--- src/sv/ffba_pick.sv ---
// Priority pick over the cell row: lowest set request bit, one-hot and encoded.
// Depends on nothing.
`default_nettype none

module ffba_pick #(
  parameter int N  = 64,
  parameter int IW = 6
) (
  input  wire logic [N-1:0]  cand,
  output logic      [N-1:0]  first,
  output logic      [IW-1:0] index,
  output logic               found
);

  assign first = cand & (~cand + N'(1));
  assign found = |cand;

  always_comb begin
    index = '0;
    for (int i = 0; i < N; i++) begin
      if (first[i]) index = index | IW'(i);
    end
  end

endmodule

`default_nettype wire

--- config.mk ---
export PLATFORM = sky130hd
export DESIGN_NAME = ffba_pick
export DESIGN_NICKNAME = d
export VERILOG_FILES = /design/src/sv/ffba_pick.sv
export SDC_FILE = /design/constraint.sdc
export NUM_CORES = 1
export LEC_CHECK = 0
export ABC_CLOCK_PERIOD_IN_PS = 3150
export BUFFER_PORTS_ARGS = -buffer_cell sky130_fd_sc_hd__buf_2
export CAP_MARGIN = 15
export CORE_MARGIN = 1.5
export CORE_UTILIZATION = 30
export DETAILED_ROUTE_END_ITERATION = 12
export SLEW_MARGIN = 5
export SYNTH_ARGS = -nofsm -noshare
export SYNTH_HDL_FRONTEND = slang
export SYNTH_SLANG_ARGS = --single-unit
--- constraint.sdc ---
create_clock -name vclk -period 3.15
set_input_delay 0.4725 -clock vclk [all_inputs]
set_output_delay 0.4725 -clock vclk [all_outputs]
set_load 0.005 [all_outputs]
Yosys cells after proc, flatten, opt, wreduce, memory -nomap -nowiden

Cells that the tools add are included.

Register bits after elaboration: 0
Logic and storage cells: 67

Add/sub/neg operators: 1
Mux-type cells: 63
Bitwise gates (word level): 2
Reductions and logical operators: 1

Operators with widths:

| operator                                       | number |
|---|---|
| 2-to-1 mux 6 bit                               | 32 |
| 2-to-1 mux 5 bit                               | 16 |
| adder 64 x 1 -> 64 bit (second input constant) | 1 |
| bitwise AND 64 bit                             | 1 |
| inverter 64 bit                                | 1 |
| OR reduction 64 bit                            | 1 |
| 2-to-1 mux 4 bit                               | 8 |
| 2-to-1 mux 3 bit                               | 4 |
| 2-to-1 mux 2 bit                               | 2 |
| 2-to-1 mux 1 bit                               | 1 |

Longest topological paths before layout

Word-level depth: 66
Gate-level depth with buffers: 9

Least setup slack after synthesis

No wires, ideal clock.

Kind: in2out
Start: input port cand[3]
End: output port index[5]
Arrival time: 2.497 ns
Data required time: 2.677 ns
Path slack: 0.181 ns
Stages on the path: 8
Buffers on the path: 1
Path through: or4_4 > buf_6 > nor4_4 > nand3_2 > or4_1 > nand3_1 > nor4_1 > nand4_1

Longest elaborated chain between the ends: 35

RTL lines:

| item                           | line | text |
|---|---|---|
| from (decl)                    | 9    | `input wire logic [N-1:0] cand,` |
| inverter 64 bit (*)            | 15   | `assign first = cand & (~cand + N'(1));` |
| adder 64 x 1 -> 64 bit (*)     | 15   |  |
| bitwise AND 64 bit (*)         | 15   |  |
| 2-to-1 mux 6 bit (31 in a row) | 21   | `if (first[i]) index = index \| IW'(i);` |
| 2-to-1 mux 6 bit (*)           | 21   |  |
| to (decl)                      | 11   | `output logic [IW-1:0] index,` |

Mark *: on every way between the ends. The rest lies on a longest branch, timed or not.

Final worst setup path

Start: input port cand[5]
End: output port index[5]

Same word-level chain as after synthesis.

==> out/metrics.yaml <==
status: "finished clean"
hp-class: "input port to output port"
power_frac_comb_pct: 100.0
grtUsageTotal_pct: 26.5
ant_nets: 0
critPathRequiredTime_ns: 2.68
critPathMostFrequentCell: "buf_2"
drive_gt1_share_pct: 45.8
vias_per_cell: 5.72
p_sw_mw: 0.0897
cp.arrival_ns: 2.59
cpLargestDelayFamily: "simple AND/OR/NAND/NOR gates"
relSlewSlack_pct: 58.3
cp-startpoint: "cand[5]"
slowest_stage: "or4_4"
p_per_area_nw_per_um2: 53.9
antennaDiodeCount: 0
fmax_mhz: 326
ys_seq_area_share_pct: 0
period_share_pct: 97.2
peakVddDrop_uv: 32.2
crit_path_end_kind: "output port"
dr.pass1.iters: 5
fin_crit_ns: 3.06
cp-endpoint: "index[5]"
num_io_pins: 135
synth_simple_gate_area_share_pct: 80.4
cp_num_buf_inv: 3
synthMuxAreaShare_pct: 0
netlist_area_sq_um: 1730
timing.final.ws_setup_ns: 0.0868
grt_pass1_vias: 2717
vias: 3093
final.fill_count: 607
antenna_found_initial: 0
layout.nets: 535
setup_viol: 0
num_rows: 27
flow.area_growth_from_synthesis_pct: 69.1
preCtsSetupSlack_ns: -0.0425
seq_cell_count: 0
syn-mean-instance-area_sq_um: 5.97
routedWlPerCell_um: 16.2
hpwl_mm: 7.54
postPlaceCellArea_sq_um: 2840
p_sw_share_pct: 57.0
synth_top_family_by_area: "simple AND/OR/NAND/NOR gates"
start_kind: "input port"
die_y_um: 78.9
tightest_slew_ns: 0.620
cap_violations: 0
yosysUniqueCellTypes: 49
critPathMaxStageDelay_ns: 0.53
hold_buffers: 0
ys_warn_count: 0
multi_input_area_sq_um: 1680
cp_num_cells: 10
die_area_sq_um: 6220
leakagePower_nw: 1.61
gr-total-overflow: 0
path_cells: "buf_2 -> or4_4 -> nor4_4 -> buf_4 -> nand2_1 -> nor4_2 -> a311o_1 -> nor4_1 -> nand4_1 -> buf_2"
rsz0062_at_grt: "false"
start_util_pct: 31.2
pwr-share-clk_pct: 0
drtIter0Drc: 272
synth-adder-area-share_pct: 0
grt_max_degree: 12
drc_errors: 0
criticalPathCategory: "input port to output port"
wl_mm: 8.77
stdcell_area_sq_um: 2920
io_buffers: 135
hold_viol_final: 0
internal_power_mw: 0.0677
fp.dieW_um: 78.9
routabilityCongestion: 0.959
clock_buffer_count: 0
grt_pass1_wl_mm: 13.4
syn_nets: 353
p_seq_share_pct: 0
register_area_sq_um: 0
synth_xor_area_share_pct: 0
drv_slew: 0
cp_max_fo: 6
synth_compound_area_share_pct: 13.0
core_sq_um: 5540
finalCoreUtilization_pct: 52.7
synthCells: 289
-- cell type report --
type	count	area share, %
multi-input cells	263	57.7
repair buffers	186	36.7
inverters	20	2.57
well taps	72	3.09
-- how the worst min path moves through the flow --
stage / start / endpoint / slack [ns] / cells after the start
6_report: cand[5] / first[6] / 1.25 / 3
5_1_grt: cand[5] / first[6] / 1.27 / 3
4_1_cts: cand[5] / first[6] / 1.24 / 3
3_5_place_dp: cand[5] / first[6] / 1.24 / 3
3_3_place_gp: cand[5] / first[6] / 1.23 / 3
2_1_floorplan: cand[0] / first[2] / 0.98 / 1
-- power by group through the flow --
stage                     clock network [mW]  registers (mW)  logic [mW]
after global routing                       0               0       0.172
after floorplan                            0               0      0.0529
after CTS                                  0               0       0.152
after detailed placement                   0               0       0.152
final                                      0               0       0.157
after global placement                     0               0       0.151
-- synth_stat cells, drive strengths merged --
cell | count | share of area (%)
a21o | 3 | 1.3
o21a | 1 | 0.43
o22ai | 1 | 0.72
nor3b | 9 | 3.9
nor2b | 5 | 1.8
a211oi | 1 | 0.43
o211ai | 2 | 0.87
a211o | 1 | 0.51
and2 | 6 | 2.2
o31a | 1 | 0.51
clkbuf | 2 | 0.43
o21bai | 2 | 0.87
nor4 | 25 | 13
inv | 20 | 4.3
nand3 | 25 | 8.1
nand4 | 14 | 5.4
or4b | 2 | 1.2
and4 | 1 | 0.51
or4 | 3 | 1.5
o31ai | 1 | 0.43
buf | 4 | 1.8
a311o | 2 | 1.2
nand4b | 5 | 2.5
nor2 | 42 | 9.1
o21ai | 7 | 2.0
a21oi | 8 | 2.3
and4b | 1 | 0.58
nand2 | 19 | 4.3
nor3 | 34 | 11
nor4b | 6 | 3.0
nand3b | 2 | 0.87
and3 | 21 | 7.6
and3b | 3 | 1.5
a32oi | 1 | 0.51
or3 | 5 | 1.8
or3b | 1 | 0.51
a41o | 1 | 0.58
nand2b | 1 | 0.36
a31oi | 1 | 0.36
-- per-stage QoR --
stage	hold slack, ns	setup TNS, ns	instances	power (mW)
6_report	1.25	0	541	0.157
2_1_floorplan	0.978	0	289	0.0529
3_5_place_dp	1.24	-0.0425	540	0.152
4_1_cts	1.24	0	540	0.152
3_3_place_gp	1.23	-0.0587	540	0.151
5_1_grt	1.27	0	541	0.172
-- per-layer routing --
layer | share of wire (%) | track usage [%] | wire length [um]
met1 | 45 | 38.6 | 3910
met2 | 45 | 44.3 | 3960
met3 | 9.4 | 1.61 | 826
met4 | 0.89 | 2.63 | 78
met5 | 0 | 0 | 0
-- timing repair --
action,4_1_cts,5_1_grt
resized for setup,1,13
pin swaps,0,7
endpoints found under the setup margin,1,10
setup buffers,0,1
hold endpoints to repair,0,0
-- cells in the final DEF (no fill, tap or decap), types with 13 or more instances in the layout --
master     n
nand2_1   17
buf_2    135
nor2_1    42
nand4_1   13
nor4_1    17
buf_4     50
inv_1     20
nand3_1   21
and3_1    20
nor3_1    30
-- cells by family (layout without fill, tap and decap cells) --
logic type / count (synthesis) / after routing
and+or+nand+nor: 230 / 230
AOI/OAI and AO/OA: 33 / 33
buffers and inverters: 26 / 206
Note: power is estimated with default switching activity, not from simulation.
