File: config.mk
export PLATFORM = sky130hd
export DESIGN_NAME = ffba_cell
export DESIGN_NICKNAME = d
export VERILOG_FILES = /design/src/sv/ffba_pkg.sv /design/src/sv/ffba_cell.sv
export SDC_FILE = /design/constraint.sdc
export NUM_CORES = 1
export LEC_CHECK = 0
export BUFFER_PORTS_ARGS = -buffer_cell sky130_fd_sc_hd__buf_2
export CAP_MARGIN = 20
export CELL_PAD_IN_SITES_DETAIL_PLACEMENT = 1
export CELL_PAD_IN_SITES_GLOBAL_PLACEMENT = 1
export CORE_UTILIZATION = 35
export CTS_CLUSTER_DIAMETER = 120
export DETAILED_ROUTE_END_ITERATION = 10
export PLACE_DENSITY_LB_ADDON = 0.1
export SYNTH_ARGS = -nofsm -noshare
export SYNTH_HDL_FRONTEND = slang
export SYNTH_SLANG_ARGS = --single-unit
export TNS_END_PERCENT = 10
File: constraint.sdc
create_clock -name clk -period 3.5 [get_ports clk]
set_input_delay 0 -clock clk [delete_from_list [all_inputs] [get_ports clk]]
set_output_delay 0 -clock clk [all_outputs]
set_load 0.1 [all_outputs]
File: src/sv/ffba_pkg.sv
// Shared types and codes of the first-fit block allocator.
// Used by ffba_cell and first_fit_block_allocator; depends on nothing.
`default_nettype none

package ffba_pkg;

  localparam int OFS_W = 16;  // offsets, sizes and block fields

  // operation codes of an input item
  localparam logic OP_ALLOC = 1'b0;
  localparam logic OP_FREE  = 1'b1;

  // result status codes
  localparam logic [1:0] ST_OK      = 2'd0;
  localparam logic [1:0] ST_FAIL    = 2'd1;
  localparam logic [1:0] ST_BADFREE = 2'd2;

  // commands broadcast along the cell row
  localparam logic [2:0] CMD_HOLD  = 3'd0;
  localparam logic [2:0] CMD_SETUP = 3'd1;  // cell 0 takes the whole pool
  localparam logic [2:0] CMD_GRANT = 3'd2;  // mark block allocated
  localparam logic [2:0] CMD_SPLIT = 3'd3;  // allocate head, insert rest after it
  localparam logic [2:0] CMD_MARK  = 3'd4;  // mark block free
  localparam logic [2:0] CMD_MERGE = 3'd5;  // mark free, absorb right neighbor

  typedef struct packed {
    logic [OFS_W-1:0] start;
    logic [OFS_W-1:0] bytes;
    logic             free;
  } entry_t;

  typedef struct packed {
    logic [2:0]       kind;
    logic [OFS_W-1:0] arg;   // request size, or payload bytes on setup
  } cmd_t;

  typedef struct packed {
    logic [OFS_W-1:0] req;
    logic [OFS_W-1:0] off;
  } query_t;

  typedef struct packed {
    logic live;  // entry lies below the block count
    logic fit;   // free and large enough for the request
    logic big;   // payload exceeds request plus one header
    logic hit;   // allocated block whose payload sits at the free offset
  } flags_t;

endpackage

`default_nettype wire

File: src/sv/ffba_cell.sv
// One table entry of the allocator: holds a block and shifts with its neighbors.
// Depends on ffba_pkg.
`default_nettype none

module ffba_cell #(
  parameter int IDX          = 0,
  parameter int HEADER_BYTES = 32,
  parameter int IW           = 6,
  parameter int CW           = 7
) (
  input  wire logic            clk,
  input  wire ffba_pkg::cmd_t  cmd,
  input  wire logic [IW-1:0]   pos,
  input  wire logic [CW-1:0]   count,
  input  wire ffba_pkg::query_t query,
  input  wire ffba_pkg::entry_t left,
  input  wire ffba_pkg::entry_t right,
  output ffba_pkg::entry_t     ent,
  output ffba_pkg::flags_t     flags
);

  localparam logic [16:0] HDR  = 17'(HEADER_BYTES);
  localparam int          PREV = (IDX > 0) ? IDX - 1 : 0;

  ffba_pkg::entry_t ent_next;
  logic             at_pos;
  logic             after_pos;
  logic             beyond_pos;
  logic [16:0]      split_start;
  logic [16:0]      split_bytes;
  logic [16:0]      merged_bytes;

  assign at_pos     = (IW'(IDX) == pos);
  assign after_pos  = (IDX > 0) && (IW'(PREV) == pos);
  assign beyond_pos = (IW'(IDX) > pos);

  assign split_start  = {1'b0, left.start} + HDR + {1'b0, cmd.arg};
  assign split_bytes  = {1'b0, left.bytes} - {1'b0, cmd.arg} - HDR;
  assign merged_bytes = {1'b0, ent.bytes} + {1'b0, right.bytes} + HDR;

  always_comb begin
    ent_next = ent;
    case (cmd.kind)
      ffba_pkg::CMD_SETUP: begin
        if (IDX == 0) begin
          ent_next.start = '0;
          ent_next.bytes = cmd.arg;
          ent_next.free  = 1'b1;
        end
      end
      ffba_pkg::CMD_GRANT: begin
        if (at_pos) ent_next.free = 1'b0;
      end
      ffba_pkg::CMD_SPLIT: begin
        if (at_pos) begin
          ent_next.bytes = cmd.arg;
          ent_next.free  = 1'b0;
        end else if (after_pos) begin
          ent_next.start = split_start[15:0];
          ent_next.bytes = split_bytes[15:0];
          ent_next.free  = 1'b1;
        end else if (beyond_pos) begin
          ent_next = left;  // shift up to open a slot
        end
      end
      ffba_pkg::CMD_MARK: begin
        if (at_pos) ent_next.free = 1'b1;
      end
      ffba_pkg::CMD_MERGE: begin
        if (at_pos) begin
          ent_next.bytes = merged_bytes[15:0];
          ent_next.free  = 1'b1;
        end else if (beyond_pos) begin
          ent_next = right;  // shift down over the absorbed block
        end
      end
      default: ent_next = ent;
    endcase
  end

  always_ff @(posedge clk) begin
    ent <= ent_next;
  end

  always_comb begin
    flags.live = (CW'(IDX) < count);
    flags.fit  = flags.live && ent.free && (ent.bytes >= query.req);
    flags.big  = ({1'b0, ent.bytes} > ({1'b0, query.req} + HDR));
    flags.hit  = flags.live && !ent.free && (({1'b0, ent.start} + HDR) == {1'b0, query.off});
  end

endmodule

`default_nettype wire

---- Yosys cells after proc, flatten, opt, wreduce, memory -nomap -nowiden ----
Index checks and enable logic that the tools add are counted.
Widths: inputs -> output; s select.
operators by class
  muxes and demuxes ....................... 10
  div/mod/pow operators ................... 0
  shifts and indexed selects .............. 0
  add/subtract/negate cells ............... 4
  bitwise logic cells ..................... 0
  $mul .................................... 0
  equality and inequality tests ........... 14
  magnitude comparators ................... 4
  reductions and logical operators ........ 11
operators by type and width
  cell                   number
  $pmux 32 s3            1
  $mux 33                2
  $add 16x6->17 const B  2
  $mux 17                2
  $mux 16                2
  $eq 17x16->1           1
  $gt 16x17->1           1
  $add 16x16->16         1
  $add 16x6->16 const B  1
  $ge 16x16->1           1
  $ne 2x2->1 const B     6
  $reduce_and 5->1       2
  $lt 1x7->1 const A     1
  $eq 3x2->1 const B     2
  $eq 3x3->1 const B     2
  $gt 1x6->1 const A     1
  $logic_not 6->1        1
  $ne 3x3->1 const B     2
  $pmux 1 s5             1
  $reduce_bool 5->1      1
  $logic_and 1x1->1      4
  $eq 3x1->1 const B     1
  $reduce_and 3->1       1
  $reduce_bool 3->1      1
  2 further kinds        3
storage, ports and cells
  bits in read-only memories .............. 0
  memories ................................ 0
  word-level logic and storage cells ...... 46
  output and inout bits ................... 37
  flip-flop bits (word level) ............. 33
  input port bits ......................... 131
  bits in latches ......................... 0
  memory bits (writable) .................. 0

---- Longest topological paths before layout ----
Gate-level depths: netlist of the first run.
  word-level depth ........................ 4
  gate-level depth with buffers ........... 11
  depth with buffers taken out ............ 11

---- Least setup slack after synthesis of the first run ----
OpenSTA, ideal clock, no wires.
  path kind ............................... flip-flop to output port
  start ................................... register ent[6] in the netlist's numbering
  end ..................................... output flags[1] in the netlist's numbering
  path buffers ............................ 0
  cell stages (with the launch flop) ...... 6
  data arrival time ....................... 4.258 ns
  setup slack ............................. -0.758 ns
  data required time ...................... 3.500 ns
  cell sequence ........................... edfxtp_1 ha_1 or4b_2 a21oi_1 nor2_1 nor3_1
RTL lines
  element                 RTL line         text
  from (decl)             ffba_cell.sv:18  output ffba_pkg::entry_t ent,
  from (signal assigned)  ffba_cell.sv:82  ent <= ent_next;
  to (decl)               ffba_cell.sv:19  output ffba_pkg::flags_t flags

==> results of run 1 <==
-- metal layers --
layer  GRT usage, %  vias to the layer above
met1           30.5                     1944
li1               -                     1978
met2           43.7                      113
met5              0                        -
met3           1.96                       17
met4           6.05                        0
-- layout make-up --
class	instances	area (um^2)	share of cell area, %
Inverter	27	101	2.03
Clock buffer	6	72.6	1.45
Multi-Input combinational cell	356	2640	53.0
Tap cell	136	170	3.41
Sequential cell	33	991	19.9
Timing Repair Buffer	182	978	19.6
Clock inverter	2	33.8	0.677
-- stage by stage --
| step | hold WS [ps] | setup WS (ps) | util [%] |
|---|---|---|---|
| floorplan | 194 | 103 | - |
| global placement | 281 | 749 | 45.7 |
| detailed placement | 289 | 621 | 45.7 |
| CTS | 2.69 | 604 | 47.9 |
| global route | 1.38 | 421 | 47.9 |
| finish | 3.70 | 601 | 47.9 |
-- synthesized netlist by cell type (all sizes together), types with 4 or more instances --
cell type / n / area, um^2
ha: 58 / 726
nor3: 7 / 35.0
xor2: 11 / 96.3
a221o: 4 / 40.0
buf: 8 / 42.5
nor4: 5 / 31.3
a21o: 13 / 97.6
nand2: 26 / 97.6
a22oi: 15 / 113
o221ai: 6 / 52.6
edfxtp: 33 / 991
o21ai: 25 / 125
inv: 27 / 101
a211oi: 6 / 45.0
nor2: 36 / 135
a22o: 16 / 140
xnor2: 29 / 254
and3: 4 / 25.0
nor2b: 7 / 43.8
a31oi: 6 / 37.5
nand3: 11 / 55.1
nand4: 13 / 81.3
a21oi: 25 / 125
-- final timing paths --
path | from | to | slack [ps] | depth (start not counted)
min reg2reg | ent[1] | ent[1] | 770 | 2
max | query[24] | flags[1] | 600 | 12
max reg2reg | ent[2] | ent[14] | 640 | 9
min | left[20] | ent[20] | 4 | 2
-- power by group --
group | leakage, nW | internal, mW | total, mW | switching (mW)
logic | 1.99 | 0.261 | 0.699 | 0.438
clock network | 0.0528 | 0.211 | 0.370 | 0.160
registers | 0.281 | 0.461 | 0.488 | 0.0265
total | 2.32 | 0.933 | 1.56 | 0.624
-- cell families (layout without fill, tap and decap cells) --
kind of cell / count (synthesis) / after routing / share of synthesized area, %
compound gates: 131 / 131 / 23.7
fa+ha+maj: 59 / 59 / 19.7
mux: 3 / 3 / 0.828
simple gates: 123 / 123 / 16.2
xor+xnor: 40 / 40 / 9.27
flops: 33 / 33 / 26.2
buf+inv: 38 / 217 / 4.10
-- what timing repair did --
item                                    in CTS  in global routing
endpoints found under the hold margin       11                  0
hold buffers                                12                  0
endpoints found under the setup margin       0                  0
-- worst reg2reg max path: stages (launching register included) --
cell	delay [ps]
edfxtp_1	440
ha_1	310
ha_1	250
fa_1	430
a211oi_1	290
o21ai_0	140
a21oi_1	280
o21bai_1	140
xnor2_1	170
o221ai_1	140
==> impl_metrics.json, run 1 <==
{
  "dp_hpwl_um": 11000,
  "cts_max_level": 2,
  "initial_utilization_pct": 36.3,
  "max_freq_mhz": 345,
  "crit_required_ps": 3500,
  "wl_per_cell_um": 18.2,
  "dieArea_um2": 11200,
  "fin_total_pwr_mw": 1.56,
  "grt_max_degree": 34,
  "dr.first_iter.drc_count": 166,
  "fin_nets": 795,
  "syn_nets": 617,
  "synth_seq_area_share_pct": 26.2,
  "place_congestion": 0.889,
  "cpPeakStageDelay_ps": 670,
  "fill_cells": 1318,
  "grt_overflow_total": 0,
  "syn2layout_area_growth_pct": 32.0,
  "routed-wl-met2_um": 6850,
  "crit_type": "in2out",
  "vdd_drop_max_v": 0.000156,
  "antenna_found_initial": 0,
  "grt_first_pass_wirelength_um": 21200,
  "tightest_slew_ps": 852,
  "routed_wl_um": 13500,
  "relSlewSlack_pct": 43.2,
  "ant_nets": 0,
  "fin_crit_sh_pct": 82.8,
  "cp-end-kind": "output port",
  "hold_path_class": "in2reg",
  "skew_ps": 5.57,
  "crit_family": "simple AND/OR/NAND/NOR gates",
  "startpoint_type": "input pin",
  "hold_viol": 0,
  "p_leak_nw": 2.32,
  "path_buf_inv": 3,
  "syn_inst": 427,
  "yosys_most_used_dff": "edfxtp_1",
  "regMostFlops": "ent",
  "outcome": "finished, final reports clean",
  "die_h_um": 106,
  "setup-tns-final_ps": 0,
  "wl_met1_um": 5880,
  "cts_setup_buffers": 0,
  "crit_chain": "buf_2, inv_1, nor4_1, nand4_1, xnor2_1, ha_1, nand4_1, or4b_2, a21oi_1, nor2_1, nor3_2, buf_2",
  "period_minus_slack_ps": 2900,
  "setup_viol": 0,
  "cts_made_buffers": 5,
  "fp.coreArea_um2": 10400,
  "largest_reg_flops": 33,
  "via_per_inst": 5.46,
  "num_vias": 4052,
  "synth-edff-count": 33,
  "rows": 37,
  "clkLatencyLatePin_ps": 290,
  "cts_tree": "done",
  "route.met3.wl_um": 607,
  "final_common_cell": "buf_2",
  "ctsResizeCount": 0,
  "ys_async_sr_fraction_pct": 0,
  "fp.dieW_um": 106,
  "ys_warn_count": 0,
  "drc": 0,
  "stdcell_count": 742,
  "drive_above_1_share_pct": 30.0,
  "clkTransAtPathRegs_ps": 80,
  "top_layer": "met4",
  "clock_sinks": 33,
  "syn_area_um2": 3780,
  "layout_common_cells": "buf_2 (167), ha_1 (58), nor2_1 (36)",
  "top_regs": "ent x33",
  "root_buffer": "clkbuf_8",
  "crit_slowest_cell": "or4b_2",
  "rsz0062_at_grt": "false",
  "synth_cell_types": 51,
  "crit_fanout": 4,
  "avgSynthCellArea_um2": 8.85,
  "grt_pass1_vias": 4251,
  "dpl_cell_area_um2": 4760,
  "synth-seq-cells": 33,
  "io_buffer_count": 167,
  "powerDensity_nw_per_um2": 312,
  "grt_usage_pct": 24.0,
  "dp_cells": 722,
  "finalMaxSlewViolations": 0,
  "io_pins": 168,
  "fin_area_um2": 4990,
  "first_pass_iters": 6,
  "num_antenna_cells": 0,
  "cts_buffer_depth": 2,
  "crit_arrival_ps": 2900,
  "drv_cap": 0
}
Power figures use the tool's default switching activity.
==> inputs of run 2 (changes only) <==
==> constraint.sdc (replaced) <==
create_clock -name clk -period 3 [get_ports clk]
set_input_delay 0 -clock clk [delete_from_list [all_inputs] [get_ports clk]]
set_output_delay 0 -clock clk [all_outputs]
set_load 0.1 [all_outputs]
==> impl_metrics.json, run 2 (same netlist as run 1, synthesis figures left out) <==
{
  "first_pass_iters": 4,
  "fin_crit_sh_pct": 94.7,
  "min_to": "ent[16]",
  "routed_wl_um": 13400,
  "final_util_pct": 48.0,
  "fp.dieW_um": 106,
  "period_minus_slack_ps": 2840,
  "cts_max_level": 2,
  "whs_path_depth": 3,
  "dp_hpwl_um": 11100,
  "cp-end-kind": "output port",
  "p_leak_nw": 2.32,
  "crit_type": "in2out",
  "relSlewSlack_pct": 41.7,
  "crit_family": "simple AND/OR/NAND/NOR gates",
  "grt_overflow_total": 0,
  "fin_total_pwr_mw": 1.74,
  "finalMaxSlewViolations": 0,
  "hp-start": "cmd[15]",
  "layout_common_cells": "buf_2 (167), ha_1 (58), nor2_1 (36)",
  "crit_fanout": 4,
  "path_buf_inv": 3,
  "num_vias": 4057,
  "largest_reg_flops": 33,
  "drv_cap": 0,
  "dr.first_iter.drc_count": 158,
  "dp_slack_ps": 102,
  "top_regs": "ent x33",
  "fin_ws_ps": 159,
  "max_freq_mhz": 352,
  "cts_setup_buffers": 0,
  "vdd_drop_max_v": 0.000170,
  "clkLatencyLatePin_ps": 290,
  "initial_utilization_pct": 36.3,
  "grt_pass1_vias": 4301,
  "cpPeakStageDelay_ps": 680,
  "tightest_slew_ps": 874,
  "grt_max_degree": 34,
  "drc": 0,
  "clock_sinks": 33,
  "syn2layout_area_growth_pct": 32.2,
  "crit_arrival_ps": 2840,
  "io_buffer_count": 167,
  "ant_nets": 0,
  "powerDensity_nw_per_um2": 347,
  "crit_chain": "buf_2, inv_1, nor4_2, nand4_1, xnor2_1, ha_1, nand4_1, or4b_2, o32ai_1, nor3_4, buf_2",
  "crit_required_ps": 3000,
  "reg2reg_to": "ent[10]",
  "io_pins": 168,
  "r2r_setup_slack_ps": 260,
  "place_congestion": 0.828,
  "rsz0062_at_grt": "true",
  "dieArea_um2": 11200,
  "dpl_cell_area_um2": 4800,
  "die_h_um": 106,
  "hold_path_class": "in2reg",
  "final_common_cell": "buf_2",
  "num_antenna_cells": 0,
  "setup-tns-final_ps": 0,
  "cts_tree": "done",
  "outcome": "finished, final reports clean",
  "fin_area_um2": 5000,
  "fp.coreArea_um2": 10400,
  "antenna_found_initial": 0,
  "clkTransAtPathRegs_ps": 70,
  "crit_slowest_cell": "or4b_2",
  "grt_usage_pct": 23.6,
  "regMostFlops": "ent",
  "fin_nets": 797,
  "startpoint_type": "input pin",
  "root_buffer": "clkbuf_8",
  "skew_ps": 12.5,
  "cts_made_buffers": 5,
  "r2r_start": "ent[2]",
  "ff2ff_path_depth": 9,
  "rows": 37,
  "setup_viol": 0,
  "via_per_inst": 5.45,
  "cts_buffer_depth": 2,
  "grt_first_pass_wirelength_um": 20900,
  "critPathLaunch": "query[24]",
  "hold_viol": 0,
  "wl_per_cell_um": 18.0,
  "drive_above_1_share_pct": 31.3
}
-- run 2: how the worst max path moves through the flow --
stage | end | cells after the start
detailed placement | flags[1] | 11
finish | flags[1] | 11
CTS | flags[1] | 11
global route | flags[1] | 11
floorplan | flags[2] | 8
global placement | flags[1] | 11
-- run 2: worst register-to-register path, delay by kind of cell, from the launching register on --
| kind | cells | cell delay [ps] |
|---|---|---|
| AO/OA/AOI/OAI | 5 | 880 |
| adder cells (fa/ha/maj) | 3 | 990 |
| multiplexers | 1 | 190 |
| flip-flops | 1 | 430 |
-- run 2: layer usage --
metal  vias up  routed length, um  GRT usage (%)
met2       109               6870           44.2
met3         6                502           2.27
li1       1987                  -              -
met5         -                  0              0
met1      1955               5920           29.4
met4         0                 87           4.17
-- run 2: timing repair --
| item | 4_1_cts | 5_1_grt |
|---|---|---|
| gates resized for setup | 0 | 2 |
| hold buffers | 9 | 1 |
| setup endpoints to repair | 0 | 3 |
| endpoints found under the hold margin | 9 | 1 |
-- run 2: layout make-up --
class	instances	area, um^2
Fill cell	1344	5420
Sequential cell	33	991
Clock buffer	5	68.8
Inverter	27	101
Timing Repair Buffer	184	988
Multi-Input combinational cell	356	2660
Tap cell	136	170
Clock inverter	3	17.5
-- run 2: where the power goes --
group | internal [mW] | switching [mW] | total (mW)
registers | 0.538 | 0.0287 | 0.567
logic | 0.308 | 0.515 | 0.823
clock network | 0.160 | 0.186 | 0.347
-- run 2: metrics by stage --
| step | hold slack (ps) | cells |
|---|---|---|
| 2_1_floorplan | 194 | 427 |
| 3_3_place_gp | 285 | 726 |
| 3_5_place_dp | 295 | 726 |
| 4_1_cts | 0.697 | 743 |
| 5_1_grt | 2.45 | 744 |
| 6_report | 12.8 | 744 |
==> inputs of run 3 (changes only) <==
--- a/config.mk
+++ b/config.mk
@@ -7,12 +7,9 @@
 export LEC_CHECK = 0
 export BUFFER_PORTS_ARGS = -buffer_cell sky130_fd_sc_hd__buf_2
 export CAP_MARGIN = 20
-export CELL_PAD_IN_SITES_DETAIL_PLACEMENT = 1
-export CELL_PAD_IN_SITES_GLOBAL_PLACEMENT = 1
 export CORE_UTILIZATION = 35
 export CTS_CLUSTER_DIAMETER = 120
 export DETAILED_ROUTE_END_ITERATION = 10
-export PLACE_DENSITY_LB_ADDON = 0.1
 export SYNTH_ARGS = -nofsm -noshare
 export SYNTH_HDL_FRONTEND = slang
 export SYNTH_SLANG_ARGS = --single-unit
==> impl_metrics.json, run 3 (same netlist as run 1, synthesis figures left out) <==
{
  "outcome": "finished, final reports clean",
  "place_congestion": 0.856,
  "dpl_cell_area_um2": 4810,
  "hold_path_class": "in2reg",
  "cp-end-kind": "flop",
  "grt_max_degree": 32,
  "grt_pass1_vias": 4044,
  "vdd_drop_max_v": 0.000166,
  "ff2ff_path_depth": 9,
  "setup_viol": 0,
  "clkLatencyLatePin_ps": 290,
  "setup-tns-final_ps": 0,
  "r2r_start": "ent[2]",
  "top_regs": "ent x33",
  "period_minus_slack_ps": 2780,
  "clock_sinks": 33,
  "crit_type": "reg2reg",
  "ant_nets": 0,
  "largest_reg_flops": 33,
  "drv_cap": 0,
  "rsz0062_at_grt": "false",
  "drc": 0,
  "clkTransAtPathRegs_ps": 80,
  "fin_crit_sh_pct": 92.8,
  "fin_area_um2": 4980,
  "dr.first_iter.drc_count": 182,
  "timing.hold.ws_ps": 6.08,
  "initial_utilization_pct": 36.3,
  "io_buffer_count": 167,
  "critPathLaunch": "ent[2]",
  "rows": 37,
  "num_vias": 4013,
  "hold_viol": 0,
  "fp.dieW_um": 106,
  "fin_total_pwr_mw": 1.72,
  "fin_nets": 795,
  "routed_wl_um": 11700,
  "relSlewSlack_pct": 45.8,
  "root_buffer": "clkbuf_8",
  "regMostFlops": "ent",
  "fill_cells": 1066,
  "finalMaxSlewViolations": 0,
  "p_leak_nw": 2.32,
  "via_per_inst": 5.41,
  "num_antenna_cells": 0,
  "reg2reg_to": "ent[10]",
  "cts_made_buffers": 5,
  "dp_hpwl_um": 9720,
  "final_common_cell": "buf_2",
  "fp.coreArea_um2": 10400,
  "wl_per_cell_um": 15.8,
  "max_freq_mhz": 359,
  "grt_usage_pct": 21.1,
  "critical_path.endpoint": "ent[10]",
  "dieArea_um2": 11200,
  "cts_buffer_depth": 2,
  "grt_first_pass_wirelength_um": 18900,
  "drive_above_1_share_pct": 31.5,
  "cts_tree": "done",
  "powerDensity_nw_per_um2": 345,
  "io_pins": 168,
  "grt_overflow_total": 0,
  "layout_common_cells": "buf_2 (166), ha_1 (58), nor2_1 (36)",
  "stdcell_count": 742,
  "crit_fanout": 3,
  "skew_ps": 9.25,
  "antenna_found_initial": 0,
  "r2r_setup_slack_ps": 220,
  "cts_max_level": 2,
  "dp_cells": 727,
  "die_h_um": 106,
  "startpoint_type": "flop",
  "syn2layout_area_growth_pct": 31.7,
  "first_pass_iters": 4,
  "crit_arrival_ps": 2820,
  "tightest_slew_ps": 813,
  "crit_required_ps": 3030
}
## run 3: changes by cell type in the layout (fill, tap and decap cells not counted)
cell           delta
buf_2             -1
buf_4             +2
dlygate4sd3_1     -3
nor4_1            +1
nor4_2            -1
o32ai_1           -1
o32ai_2           +1
## run 3: worst min path at each step
| stage | start | end | slack (ps) | depth (start not counted) |
|---|---|---|---|---|
| 6_report | cmd[10] | ent[11] | 6 | 3 |
| 5_1_grt | cmd[0] | ent[1] | 5 | 2 |
| 3_5_place_dp | left[4] | ent[4] | 290 | 3 |
| 3_3_place_gp | cmd[8] | ent[9] | 280 | 3 |
| 4_1_cts | left[31] | ent[31] | 2 | 2 |
| 2_1_floorplan | left[4] | ent[4] | 190 | 2 |
## run 3: critical path: stages, from the launching register on
cell and delay, ps:
edfxtp_1 440, ha_1 300, ha_1 240, fa_1 440, a211oi_1 280, o21bai_1 120
a21o_1 220, a21oi_1 180, mux2i_1 220, o21ai_0 90
## run 3: power by group
part           internal, mW  switching [mW]  total [mW]
Sequential            0.538          0.0279       0.566
Clock                 0.160           0.183       0.344
Combinational         0.305           0.504       0.809
## run 3: cell type report
class                   count  area (um^2)  share of cell area (%)
repair buffers            182          968                    19.5
clock inverters             3         17.5                   0.352
clock buffers               5         68.8                    1.38
inverters                  27          101                    2.04
flip-flops and latches     33          991                    19.9
multi-input cells         356         2660                    53.5
well taps                 136          170                    3.42
## run 3: metrics by stage
stage	setup WS (ps)	utilization, %
2_1_floorplan	-322	-
3_3_place_gp	188	46.2
3_5_place_dp	140	46.2
4_1_cts	126	47.7
5_1_grt	12.6	47.8
6_report	215	47.8
## run 3: per-layer routing
layer	up-vias	part of all wire, %	GRT usage [%]
li1	1985	-	-
met1	1875	46	27.7
met2	138	47	36.3
met3	15	4.9	2.70
met4	0	1.4	5.56
met5	-	0	0
## run 3: what timing repair did
action / CTS / global route
hold endpoints to repair: 7 / 0
setup buffers: 0 / 0
endpoints found under the setup margin: 0 / 2
gates resized for setup: 0 / 4
hold buffers: 7 / 0
